==> src/design/sssd_pkg.sv <==
// Shared types, constants and the character font for the seven-segment string driver.
// No dependencies.
package sssd_pkg;

  localparam logic [7:0] DOT_CODE  = 8'h2E;
  localparam logic [7:0] END_CODE  = 8'h00;  // zero byte ends the message early
  localparam int         POS_W     = 3;   // held position, covers up to eight digits
  localparam int         QUEUE_DEPTH = 4;

  typedef struct packed {
    logic [7:0] char_code;
    logic       end_of_message;
  } in_word_t;

  typedef struct packed {
    logic [1:0] digit_position;
    logic [6:0] segment_mask;
    logic       point_lit;
    logic       last_digit;
  } out_word_t;

  // Words handed from the front to the queue in one cycle (zero, one or two).
  typedef struct packed {
    logic [1:0] count;
    out_word_t  first;
    out_word_t  second;
  } push_t;

  localparam logic [6:0] LETTER_FONT [26] = '{
    7'h77, 7'h7C, 7'h58, 7'h5E, 7'h79, 7'h71, 7'h3D, 7'h76, 7'h03, 7'h1F, 7'h76, 7'h38,
    7'h54, 7'h54, 7'h5C, 7'h73, 7'h00, 7'h50, 7'h6D, 7'h78, 7'h1C, 7'h1C, 7'h00, 7'h76,
    7'h6E, 7'h5B
  };

  localparam logic [6:0] DIGIT_FONT [10] = '{
    7'h3F, 7'h06, 7'h5B, 7'h4F, 7'h66, 7'h6D, 7'h7D, 7'h07, 7'h7F, 7'h6F
  };

  // Upper-case letters other than Q and W, and decimal digits, have a glyph; everything else is blank.
  function automatic logic [6:0] glyph(input logic [7:0] code);
    logic [7:0] letter_off;
    logic [7:0] digit_off;
    letter_off = code - 8'h41;
    digit_off  = code - 8'h30;
    if (code inside {[8'h41:8'h5A]}) begin
      return LETTER_FONT[letter_off[4:0]];
    end else if (code inside {[8'h30:8'h39]}) begin
      return DIGIT_FONT[digit_off[3:0]];
    end else begin
      return 7'h00;
    end
  endfunction

endpackage

==> src/design/sssd_front.sv <==
// Front end: accepts characters, keeps the one-digit lookahead and decides which
// digits are finished. Depends on sssd_pkg.
module sssd_front import sssd_pkg::*; #(
  parameter int DIGIT_COUNT = 4
) (
  input  logic     clk,
  input  logic     rst,
  input  logic     in_valid,
  input  logic     space_ok,
  input  in_word_t in_word,
  output push_t    push
);

  logic             held_valid, held_valid_next;
  logic [6:0]       held_segments, held_segments_next;
  logic             held_point, held_point_next;
  logic [POS_W-1:0] next_position, next_position_next;
  logic             ignoring_rest, ignoring_rest_next;

  logic accept;
  logic final_pos;
  logic eom;

  assign accept    = in_valid && space_ok;
  assign eom       = in_word.end_of_message;
  assign final_pos = ({1'b0, next_position} + 4'd1) >= 4'(DIGIT_COUNT);

  always_comb begin
    out_word_t w;
    logic [1:0] n;
    out_word_t  w0, w1;
    logic       put_new;
    held_valid_next    = held_valid;
    held_segments_next = held_segments;
    held_point_next    = held_point;
    next_position_next = next_position;
    ignoring_rest_next = ignoring_rest;
    n  = 2'd0;
    w  = '0;
    w0 = '0;
    w1 = '0;
    put_new = 1'b0;

    w.digit_position = next_position[1:0];
    w.segment_mask   = held_segments;
    w.point_lit      = held_point;
    w.last_digit     = 1'b1;

    if (ignoring_rest) begin
      // drop
    end else if (in_word.char_code == END_CODE) begin
      if (held_valid) begin
        n  = 2'd1;
        w0 = w;
      end
      held_valid_next    = 1'b0;
      ignoring_rest_next = 1'b1;
    end else if (held_valid && !held_point && in_word.char_code == DOT_CODE) begin
      held_point_next = 1'b1;
      if (eom || final_pos) begin
        n  = 2'd1;
        w0 = w;
        w0.point_lit       = 1'b1;
        held_valid_next    = 1'b0;
        ignoring_rest_next = 1'b1;
      end
    end else begin
      if (held_valid) begin
        n  = 2'd1;
        w0 = w;
        w0.last_digit = final_pos;
        if (final_pos) begin
          ignoring_rest_next = 1'b1;
        end else begin
          next_position_next = next_position + 1'b1;
        end
      end
      if (!(held_valid && final_pos)) begin
        put_new            = 1'b1;
        held_valid_next    = 1'b1;
        held_segments_next = glyph(in_word.char_code);
        held_point_next    = 1'b0;
      end else begin
        held_valid_next = 1'b0;
      end
      if (put_new && eom) begin
        held_valid_next = 1'b0;
        w1.digit_position = next_position_next[1:0];
        w1.segment_mask   = held_segments_next;
        w1.point_lit      = 1'b0;
        w1.last_digit     = 1'b1;
        if (n == 2'd1) begin
          n = 2'd2;
        end else begin
          n  = 2'd1;
          w0 = w1;
          w1 = '0;
        end
      end
    end

    if (eom) begin
      held_valid_next    = 1'b0;
      held_segments_next = 7'h00;
      held_point_next    = 1'b0;
      next_position_next = '0;
      ignoring_rest_next = 1'b0;
    end

    push.count  = accept ? n : 2'd0;
    push.first  = w0;
    push.second = w1;
  end

  always_ff @(posedge clk) begin
    if (rst) begin
      held_valid    <= 1'b0;
      held_segments <= 7'h00;
      held_point    <= 1'b0;
      next_position <= '0;
      ignoring_rest <= 1'b0;
    end else if (accept) begin
      held_valid    <= held_valid_next;
      held_segments <= held_segments_next;
      held_point    <= held_point_next;
      next_position <= next_position_next;
      ignoring_rest <= ignoring_rest_next;
    end
  end

`ifndef SYNTHESIS
  // second digit of a character only comes from an end of message, after a non-final one
  a_two_words: assert property (@(posedge clk) disable iff (rst)
    push.count == 2'd2 |-> push.second.last_digit && !push.first.last_digit)
    else $error("two-digit push with wrong last flags");

  a_eom_restart: assert property (@(posedge clk) disable iff (rst)
    accept && in_word.end_of_message |=> !held_valid && next_position == '0 && !ignoring_rest)
    else $error("state not restarted after end of message");

  a_ignore_empty: assert property (@(posedge clk) disable iff (rst)
    ignoring_rest |-> !held_valid)
    else $error("digit held while dropping bytes");
`endif

endmodule

==> src/design/sssd_queue.sv <==
// Back end: four-entry queue of finished digits that also drives the output channel.
// Depends on sssd_pkg.
module sssd_queue import sssd_pkg::*; (
  input  logic      clk,
  input  logic      rst,
  input  push_t     push,
  output logic      space_ok,
  output logic      out_valid,
  input  logic      out_ready,
  output out_word_t out_word
);

  localparam int PTR_W = $clog2(QUEUE_DEPTH);
  localparam int CNT_W = $clog2(QUEUE_DEPTH + 1);

  out_word_t        entries [QUEUE_DEPTH];
  logic [PTR_W-1:0] wr_ptr, rd_ptr;
  logic [CNT_W-1:0] count;
  logic             pop;

  assign out_valid = count != '0;
  assign out_word  = entries[rd_ptr];
  assign pop       = out_valid && out_ready;
  // room for the worst case of two digits from one character
  assign space_ok  = count <= CNT_W'(QUEUE_DEPTH - 2);

  always_ff @(posedge clk) begin
    if (push.count != 2'd0) begin
      entries[wr_ptr] <= push.first;
    end
    if (push.count == 2'd2) begin
      entries[wr_ptr + 1'b1] <= push.second;
    end
  end

  always_ff @(posedge clk) begin
    if (rst) begin
      wr_ptr <= '0;
      rd_ptr <= '0;
      count  <= '0;
    end else begin
      wr_ptr <= wr_ptr + PTR_W'(push.count);
      rd_ptr <= rd_ptr + PTR_W'(pop);
      count  <= count + CNT_W'(push.count) - CNT_W'(pop);
    end
  end

`ifndef SYNTHESIS
  a_no_overflow: assert property (@(posedge clk) disable iff (rst)
    CNT_W'(push.count) <= CNT_W'(QUEUE_DEPTH) - count)
    else $error("queue overflow");

  a_count_range: assert property (@(posedge clk) disable iff (rst)
    count <= CNT_W'(QUEUE_DEPTH))
    else $error("queue count out of range");

  a_drain: assert property (@(posedge clk) disable iff (rst)
    pop && push.count == 2'd0 |=> count == $past(count) - 1'b1)
    else $error("queue count wrong after pop");
`endif

endmodule

==> src/design/seven_segment_string_driver.sv <==
// Seven-segment string driver: takes one message character per cycle and returns digits
// (position, segment mask with bit 0 = A, decimal point, last flag) for a DIGIT_COUNT-wide
// display. A character is accepted every cycle while the four-word output queue has two
// free slots; a character yields zero, one or two digits, and the output side drains one
// digit per cycle, so the sustained rate is one character per cycle unless results pile up.
// A digit is ready in the cycle after the character that settles it (its trailing dot,
// the next character, a zero byte or end of message) is accepted.
// Depends on sssd_pkg, sssd_front and sssd_queue.
module seven_segment_string_driver import sssd_pkg::*; #(
  parameter int DIGIT_COUNT = 4
) (
  input  logic      clk,
  input  logic      rst,
  input  logic      in_valid,
  output logic      in_ready,
  input  in_word_t  in_word,
  output logic      out_valid,
  input  logic      out_ready,
  output out_word_t out_word
);

  push_t push;
  logic  space_ok;

  assign in_ready = space_ok;

  sssd_front #(
    .DIGIT_COUNT(DIGIT_COUNT)
  ) u_front (
    .clk     (clk),
    .rst     (rst),
    .in_valid(in_valid),
    .space_ok(space_ok),
    .in_word (in_word),
    .push    (push)
  );

  sssd_queue u_queue (
    .clk      (clk),
    .rst      (rst),
    .push     (push),
    .space_ok (space_ok),
    .out_valid(out_valid),
    .out_ready(out_ready),
    .out_word (out_word)
  );

endmodule
==> config.mk <==
export PLATFORM = sky130hd
export DESIGN_NAME = seven_segment_string_driver
export DESIGN_NICKNAME = d
export VERILOG_FILES = /design/src/design/sssd_pkg.sv /design/src/design/sssd_front.sv /design/src/design/sssd_queue.sv /design/src/design/seven_segment_string_driver.sv
export SDC_FILE = /design/constraint.sdc
export NUM_CORES = 1
export LEC_CHECK = 0
export BUFFER_PORTS_ARGS = -buffer_cell sky130_fd_sc_hd__buf_2
export CAP_MARGIN = 20
export CORE_ASPECT_RATIO = 1.5
export CORE_MARGIN = 2
export CORE_UTILIZATION = 45
export CTS_BUF_LIST = sky130_fd_sc_hd__clkbuf_16
export DETAILED_ROUTE_END_ITERATION = 7
export GPL_TIMING_DRIVEN = 1
export PLACE_DENSITY = 0.7
export SYNTH_ARGS = -nofsm -noshare
export SYNTH_HDL_FRONTEND = slang
export SYNTH_HIERARCHICAL = 1
export SYNTH_SLANG_ARGS = --single-unit
==> constraint.sdc <==
create_clock -name clk -period 6.3 [get_ports clk]
set_input_delay 0.945 -clock clk [delete_from_list [all_inputs] [get_ports clk]]
set_output_delay 0.945 -clock clk [all_outputs]
set_load 0.1 [all_outputs]
Yosys cells after proc, flatten, opt, wreduce, memory -nomap -nowiden
Memory sizes are Yosys's and may differ from the RTL's. A register that Yosys moved wholly into a read port is not among the register bits.
Index checks and enable logic that the tools add are counted.
Storage, ports and cells
  memories: 3
  output and inout bits: 13
  memory bits (writable): 44
  flip-flop bits (word level): 20
  bits in read-only memories: 336
  logic and storage cells: 126
Memories
  (name not given): words 32, bits a word 7, rd ports 1, clocked after Yosys merged registers in 0, write ports 0, line sssd_pkg.sv:46  | return LETTER_FONT[letter_off[4:0]];
  (name not given): words 16, bits a word 7, rd ports 1, clocked after Yosys merged registers in 0, write ports 0, line sssd_pkg.sv:48  | return DIGIT_FONT[digit_off[3:0]];
  u_queue.entries: words 4, bits a word 11, rd ports 1, clocked after Yosys merged registers in 1, write ports 2, line sssd_queue.sv:16  | out_word_t entries [QUEUE_DEPTH];
Cells by class
  magnitude comparators: 8
  add/subtract/negate cells: 9
  eq/ne operators: 9
  bitwise logic cells: 2
  reduce and logical (&&, ||, !) cells: 18
  muxes and demuxes: 68
Operators by type and width (count)
  $mux W11: 13
  $mux W7: 11
  $mux W1: 28
  $mux W2: 10
  $mux W3: 6
  $eq A8 B6 Y1 const B: 1
  $ge A8 B6 Y1 const B: 1
  $ge A8 B7 Y1 const B: 1
  $le A8 B6 Y1 const B: 1
  $le A8 B7 Y1 const B: 1
  $logic_and A1 B1 Y1: 8
  $logic_not A8 Y1: 1
  $ne A2 B2 Y1 const B: 4
  $reduce_and A4 Y1: 2
  $ge A6 B6 Y1 const B: 1
  $not A5 Y6: 1
  $reduce_and A6 Y1: 1
  $ge A5 B5 Y1 const B: 1
  $not A4 Y5: 1
  $sub A5 B1 Y5 const B: 1
  $add A3 B1 Y4 const B: 1
  $ge A4 B3 Y1 const B: 1
  $ne A4 B3 Y1 const B: 1
  $reduce_bool A2 Y1: 2
  other kinds (15): 15

Longest topological paths before layout
  depth after elaboration: 16
  mapped depth: 14
  mapped depth without buffers: 13

Modules after synthesis
Netlist, hierarchy kept.
Modules (own cells, without submodules)
  sssd_queue: seq. area each 1461.4 um^2, cells an instance 153, area each 2680.1 um^2, instances 1
  sssd_front: seq. area each 260.2 um^2, cells an instance 280, area each 1991.9 um^2, instances 1

Worst setup path before layout
Ideal clock, no wire load.
  path type: input-to-reg
  start point: in in_word[1] in the netlist's numbering
  end point: mem u_queue/entries[0][0] in the netlist's numbering, enable pin
  setup time: 0.397 ns
  setup slack: 1.285 ns
  stages: 11
  path buffers: 2
  data required time: 5.903 ns
  data arrival time: 4.618 ns
  cells stage by stage: clkbuf_1 inv_1 ha_1 or4b_4 or4_1 buf_6 nand4b_2 o21ai_1 a211oi_1 nor2_1 o31ai_1
RTL lines
  from (decl): line seven_segment_string_driver.sv:16  | input in_word_t in_word,
  to (decl): line sssd_queue.sv:16

==> run_summary.xml <==
<?xml version="1.0" encoding="UTF-8"?>
<metrics>
  <group name="outcome">
    <metric name="run_status" unit="">finished, final reports clean</metric>
  </group>
  <group name="global_route">
    <metric name="grt_start_max_net_pins" unit="">31</metric>
    <metric name="wire_length_of_the_first_global_routing_pass" unit="um">17900</metric>
    <metric name="grt_pass1_vias" unit="">3547</metric>
    <metric name="number_of_antenna_violations_at_the_first_check_in_global_routing" unit="">0</metric>
    <metric name="grt_overflow_total" unit="">0</metric>
    <metric name="global_route.usage.total" unit="%">20.7</metric>
  </group>
  <group name="yosys">
    <metric name="syn_area_per_cell" unit="um2">10.8</metric>
    <metric name="synth_top_cell_by_area" unit="">edfxtp_1</metric>
    <metric name="fraction_of_the_mapped_netlist_area_in_compound_gates" unit="%">17.0</metric>
    <metric name="synth_top_family_by_area" unit="">multiplexers</metric>
    <metric name="synth_edf_count" unit="">44</metric>
    <metric name="seq_area_frac_synth" unit="%">36.9</metric>
    <metric name="synth-main-ff-cell" unit="">edfxtp_1</metric>
    <metric name="ranking_of_synthesized_cells_by_area" unit="">edfxtp_1 28%, dfxtp_1 8.6%, mux2_2 6.5%, mux2_4 6.1%, mux4_2 5.3%</metric>
    <metric name="synthCells" unit="">433</metric>
    <metric name="ys_seq_elements" unit="">64</metric>
    <metric name="synthXorXnorAreaFrac" unit="%">1.55</metric>
    <metric name="yosys.area_share.adder" unit="%">4.39</metric>
    <metric name="ys_warn_count" unit="">6</metric>
    <metric name="synthesized_nets" unit="">461</metric>
    <metric name="share_of_synthesized_area_spent_on_multiplexers" unit="%">20.1</metric>
    <metric name="synthSimpleGateAreaFrac" unit="%">15.7</metric>
    <metric name="ys_types" unit="">83</metric>
    <metric name="synth_top_cell_area_share" unit="%">28.3</metric>
    <metric name="async_flop_share" unit="%">0</metric>
    <metric name="syn_area" unit="um2">4670</metric>
  </group>
  <group name="timing">
    <metric name="rsz0062_at_grt" unit="">false</metric>
    <metric name="drv_slew" unit="">0</metric>
    <metric name="worst_slew_pin_slew" unit="ns">0.953</metric>
    <metric name="hold_violations" unit="">0</metric>
    <metric name="final_min_period_over_clock_period" unit="%">70.8</metric>
    <metric name="slew-limit-headroom" unit="%">36.2</metric>
    <metric name="setup_viol_count_final" unit="">0</metric>
    <metric name="worst_hold_slack" unit="ns">0.458</metric>
    <metric name="period_minus_slack" unit="ns">4.46</metric>
    <metric name="clock.fmax" unit="GHz">0.224</metric>
    <metric name="clock_skew" unit="ns">0.00514</metric>
    <metric name="finalSetupTns" unit="ns">0</metric>
  </group>
  <group name="placed_design">
    <metric name="place.port_buffers" unit="">25</metric>
    <metric name="hpwl" unit="um">7710</metric>
    <metric name="detailed_place.area" unit="um2">4820</metric>
    <metric name="gp_routability_congestion" unit="">0.922</metric>
  </group>
  <group name="floorplanning">
    <metric name="die_area" unit="um2">11200</metric>
    <metric name="floorplan.initialDensity" unit="%">46.1</metric>
    <metric name="num_io_pins" unit="">26</metric>
    <metric name="placement_rows" unit="">45</metric>
    <metric name="core_region_area" unit="um2">10100</metric>
    <metric name="floorplan.die.height" unit="um">129</metric>
    <metric name="die_w" unit="um">87.2</metric>
  </group>
  <group name="drt">
    <metric name="routed_wire_length_per_instance" unit="um">19.0</metric>
    <metric name="route.final.wire_length" unit="um">10700</metric>
    <metric name="drt_drc_violations_left" unit="">0</metric>
    <metric name="drtIter0Drc" unit="">231</metric>
    <metric name="final_antenna_net_count" unit="">0</metric>
    <metric name="drt_pre_antenna_iters" unit="">6</metric>
    <metric name="drt-vias-per-instance" unit="">6.24</metric>
    <metric name="vias" unit="">3532</metric>
  </group>
  <group name="pwr">
    <metric name="pwr_density_cell" unit="nW/um2">302</metric>
    <metric name="ir_drop" unit="uV">130</metric>
    <metric name="power_leakage" unit="uW">0.00191</metric>
  </group>
  <group name="cts">
    <metric name="cts_root_buffer" unit="">clkbuf_16</metric>
    <metric name="tritoncts" unit="">yes</metric>
    <metric name="tritoncts.num_buffers" unit="">9</metric>
    <metric name="worst_setup_hold_path_clk_slew" unit="ns">0.05</metric>
    <metric name="numClockSinks" unit="">64</metric>
    <metric name="post_cts_resized" unit="">0</metric>
    <metric name="cts_max_path_buffers" unit="">2</metric>
    <metric name="clock_latency" unit="ns">0.33</metric>
    <metric name="htree_num_levels" unit="">3</metric>
    <metric name="cts_hold_repair.buffers" unit="">0</metric>
    <metric name="cts_setup_buffers" unit="">0</metric>
  </group>
  <group name="setup_path">
    <metric name="cp_top_family" unit="">simple AND/OR/NAND/NOR gates</metric>
    <metric name="cell_at_the_slowest_stage_of_the_critical_path" unit="">and4bb_1</metric>
    <metric name="cp.buffers_inverters" unit="">3</metric>
    <metric name="setup.worst_path.end_class" unit="">flop</metric>
    <metric name="timing.critical_path.fanout_max" unit="">18</metric>
    <metric name="cp_cell_sequence" unit="">buf_2 -&gt; inv_1 -&gt; ha_1 -&gt; or4b_4 -&gt; or4_1 -&gt; o21bai_1 -&gt; a211oi_1 -&gt; buf_4 -&gt; and4bb_1 -&gt; mux2_2</metric>
    <metric name="path_class" unit="">primary input to flop</metric>
    <metric name="worstPathRequired" unit="ns">6.38</metric>
    <metric name="worst_path_largest_cell_delay" unit="ns">0.81</metric>
    <metric name="worst_endpoint_data_arrival_time" unit="ns">4.54</metric>
    <metric name="timing.critical_path.from_type" unit="">primary input</metric>
  </group>
  <group name="finish">
    <metric name="drive_gt1_share" unit="%">24.9</metric>
    <metric name="nFillCells" unit="">917</metric>
    <metric name="flow.area_growth_from_synthesis" unit="%">8.60</metric>
    <metric name="postLayoutCoreUtil" unit="%">50.1</metric>
    <metric name="final_nets" unit="">472</metric>
    <metric name="antenna_cells" unit="">0</metric>
    <metric name="post-route-cell-area" unit="um2">5070</metric>
  </group>
  <group name="job">
    <metric name="max-cap-violations" unit="">0</metric>
  </group>
  <group name="hold_path">
    <metric name="holdCritPathClass" unit="">flop to flop</metric>
  </group>
</metrics>
layout by cell type (no fill, tap or decap), types with 5 or more instances in the layout:
master     count
a211oi_1       5
a21oi_1       22
a22o_1         6
and2_1         7
buf_2         25
buf_4          5
clkbuf_16      9
dfxtp_1       20
edfxtp_1      44
ha_1          14
inv_1         12
mux2_2        27
mux2_4        19
mux2i_1       10
mux4_2        11
nand2_1       17
nand2b_1       7
nand3_1        7
nor2_1        41
nor2b_1       11
nor3_1         6
o21ai_0       20
o221ai_1       5
o2bb2ai_1      9
layout make-up:
cell class | instances | area [um2] | share of cell area, %
timing repair buffer | 30 | 163 | 3.21
sequential | 64 | 1720 | 33.9
clock inverter | 7 | 31.3 | 0.617
clock buffer | 9 | 225 | 4.44
inverter | 11 | 41.3 | 0.814
multi-input combinational | 328 | 2750 | 54.1
tap | 117 | 146 | 2.89
kinds of logic after synthesis:
logic type,after synthesis
compound gates,113
other cells,1
buf+inv,41
xor+xnor,5
fa+ha+maj,16
simple gates,126
mux,67
flops,64
metal layers:
layer / track usage, % / part of all wire, %
met1: 23.4 / 40
met2: 37.2 / 53
met3: 3.34 / 4.2
met4: 9.86 / 3.5
met5: 0 / 0
worst register-to-register path, cell delays in order, from the launching register on:
cell      delay, ns
dfxtp_1        0.38
ha_1           0.31
and2_1         0.21
a21oi_1        0.27
nand2_1        0.26
and2_1         0.28
ha_1           0.26
o21ai_1        0.13
a211oi_1       0.08
buf_4          0.19
and4bb_1       0.81
mux2_2         0.41
synthesized netlist by cell type, types with 6 or more instances:
library cell  instances
nor2b_1              11
nand2_1              17
a21oi_1              22
mux2i_1              10
and2_1                7
mux4_2               11
o21ai_0              20
ha_1                 14
nor2_1               41
nand2b_1              7
inv_1                10
dfxtp_1              20
clkbuf_1             16
mux2_4               19
o2bb2ai_1             9
edfxtp_1             44
nand3_1               7
nor3_1                6
a22o_1                6
mux2_2               27
report_power, final:
part,internal (uW),total [uW],switching [uW]
Combinational,167,572,406
Sequential,487,535,47.3
Clock,258,424,166
Total,912,1530,619
path summary, 6_finish.rpt:
kind,start,to,slack [ns],cells after the start
setup / recovery,in_word[1],u_queue/entries[3][10]$_DFFE_PP_,1.84,10
hold / removal,u_front/held_segments[3]$_SDFFE_PP0P_,u_front/held_segments[3]$_SDFFE_PP0P_,0.46,1
setup reg to reg,u_front/next_position[0]$_SDFFE_PP0P_,u_queue/entries[3][10]$_DFFE_PP_,2.46,11
hold reg to reg,u_front/held_segments[3]$_SDFFE_PP0P_,u_front/held_segments[3]$_SDFFE_PP0P_,0.46,1
registers in the layout (all words and copies together), names as in the netlist:
name                   cells
u_front/held_point         1
u_front/held_segments      7
u_front/held_valid         1
u_front/ignoring_rest      1
u_front/next_position      3
u_queue/count              3
u_queue/entries           44
u_queue/rd_ptr             2
u_queue/wr_ptr             2
metrics by stage:
stage / cells / setup WS, ns / total power (uW)
finish: 566 / 1.84 / 1530
global route: 566 / 1.64 / 1600
CTS: 566 / 1.88 / 1540
detailed placement: 550 / 1.52 / 1120
global placement: 550 / 1.61 / 1110
floorplan: 433 / 1.29 / 1030
(Power assumes the default switching activity.)
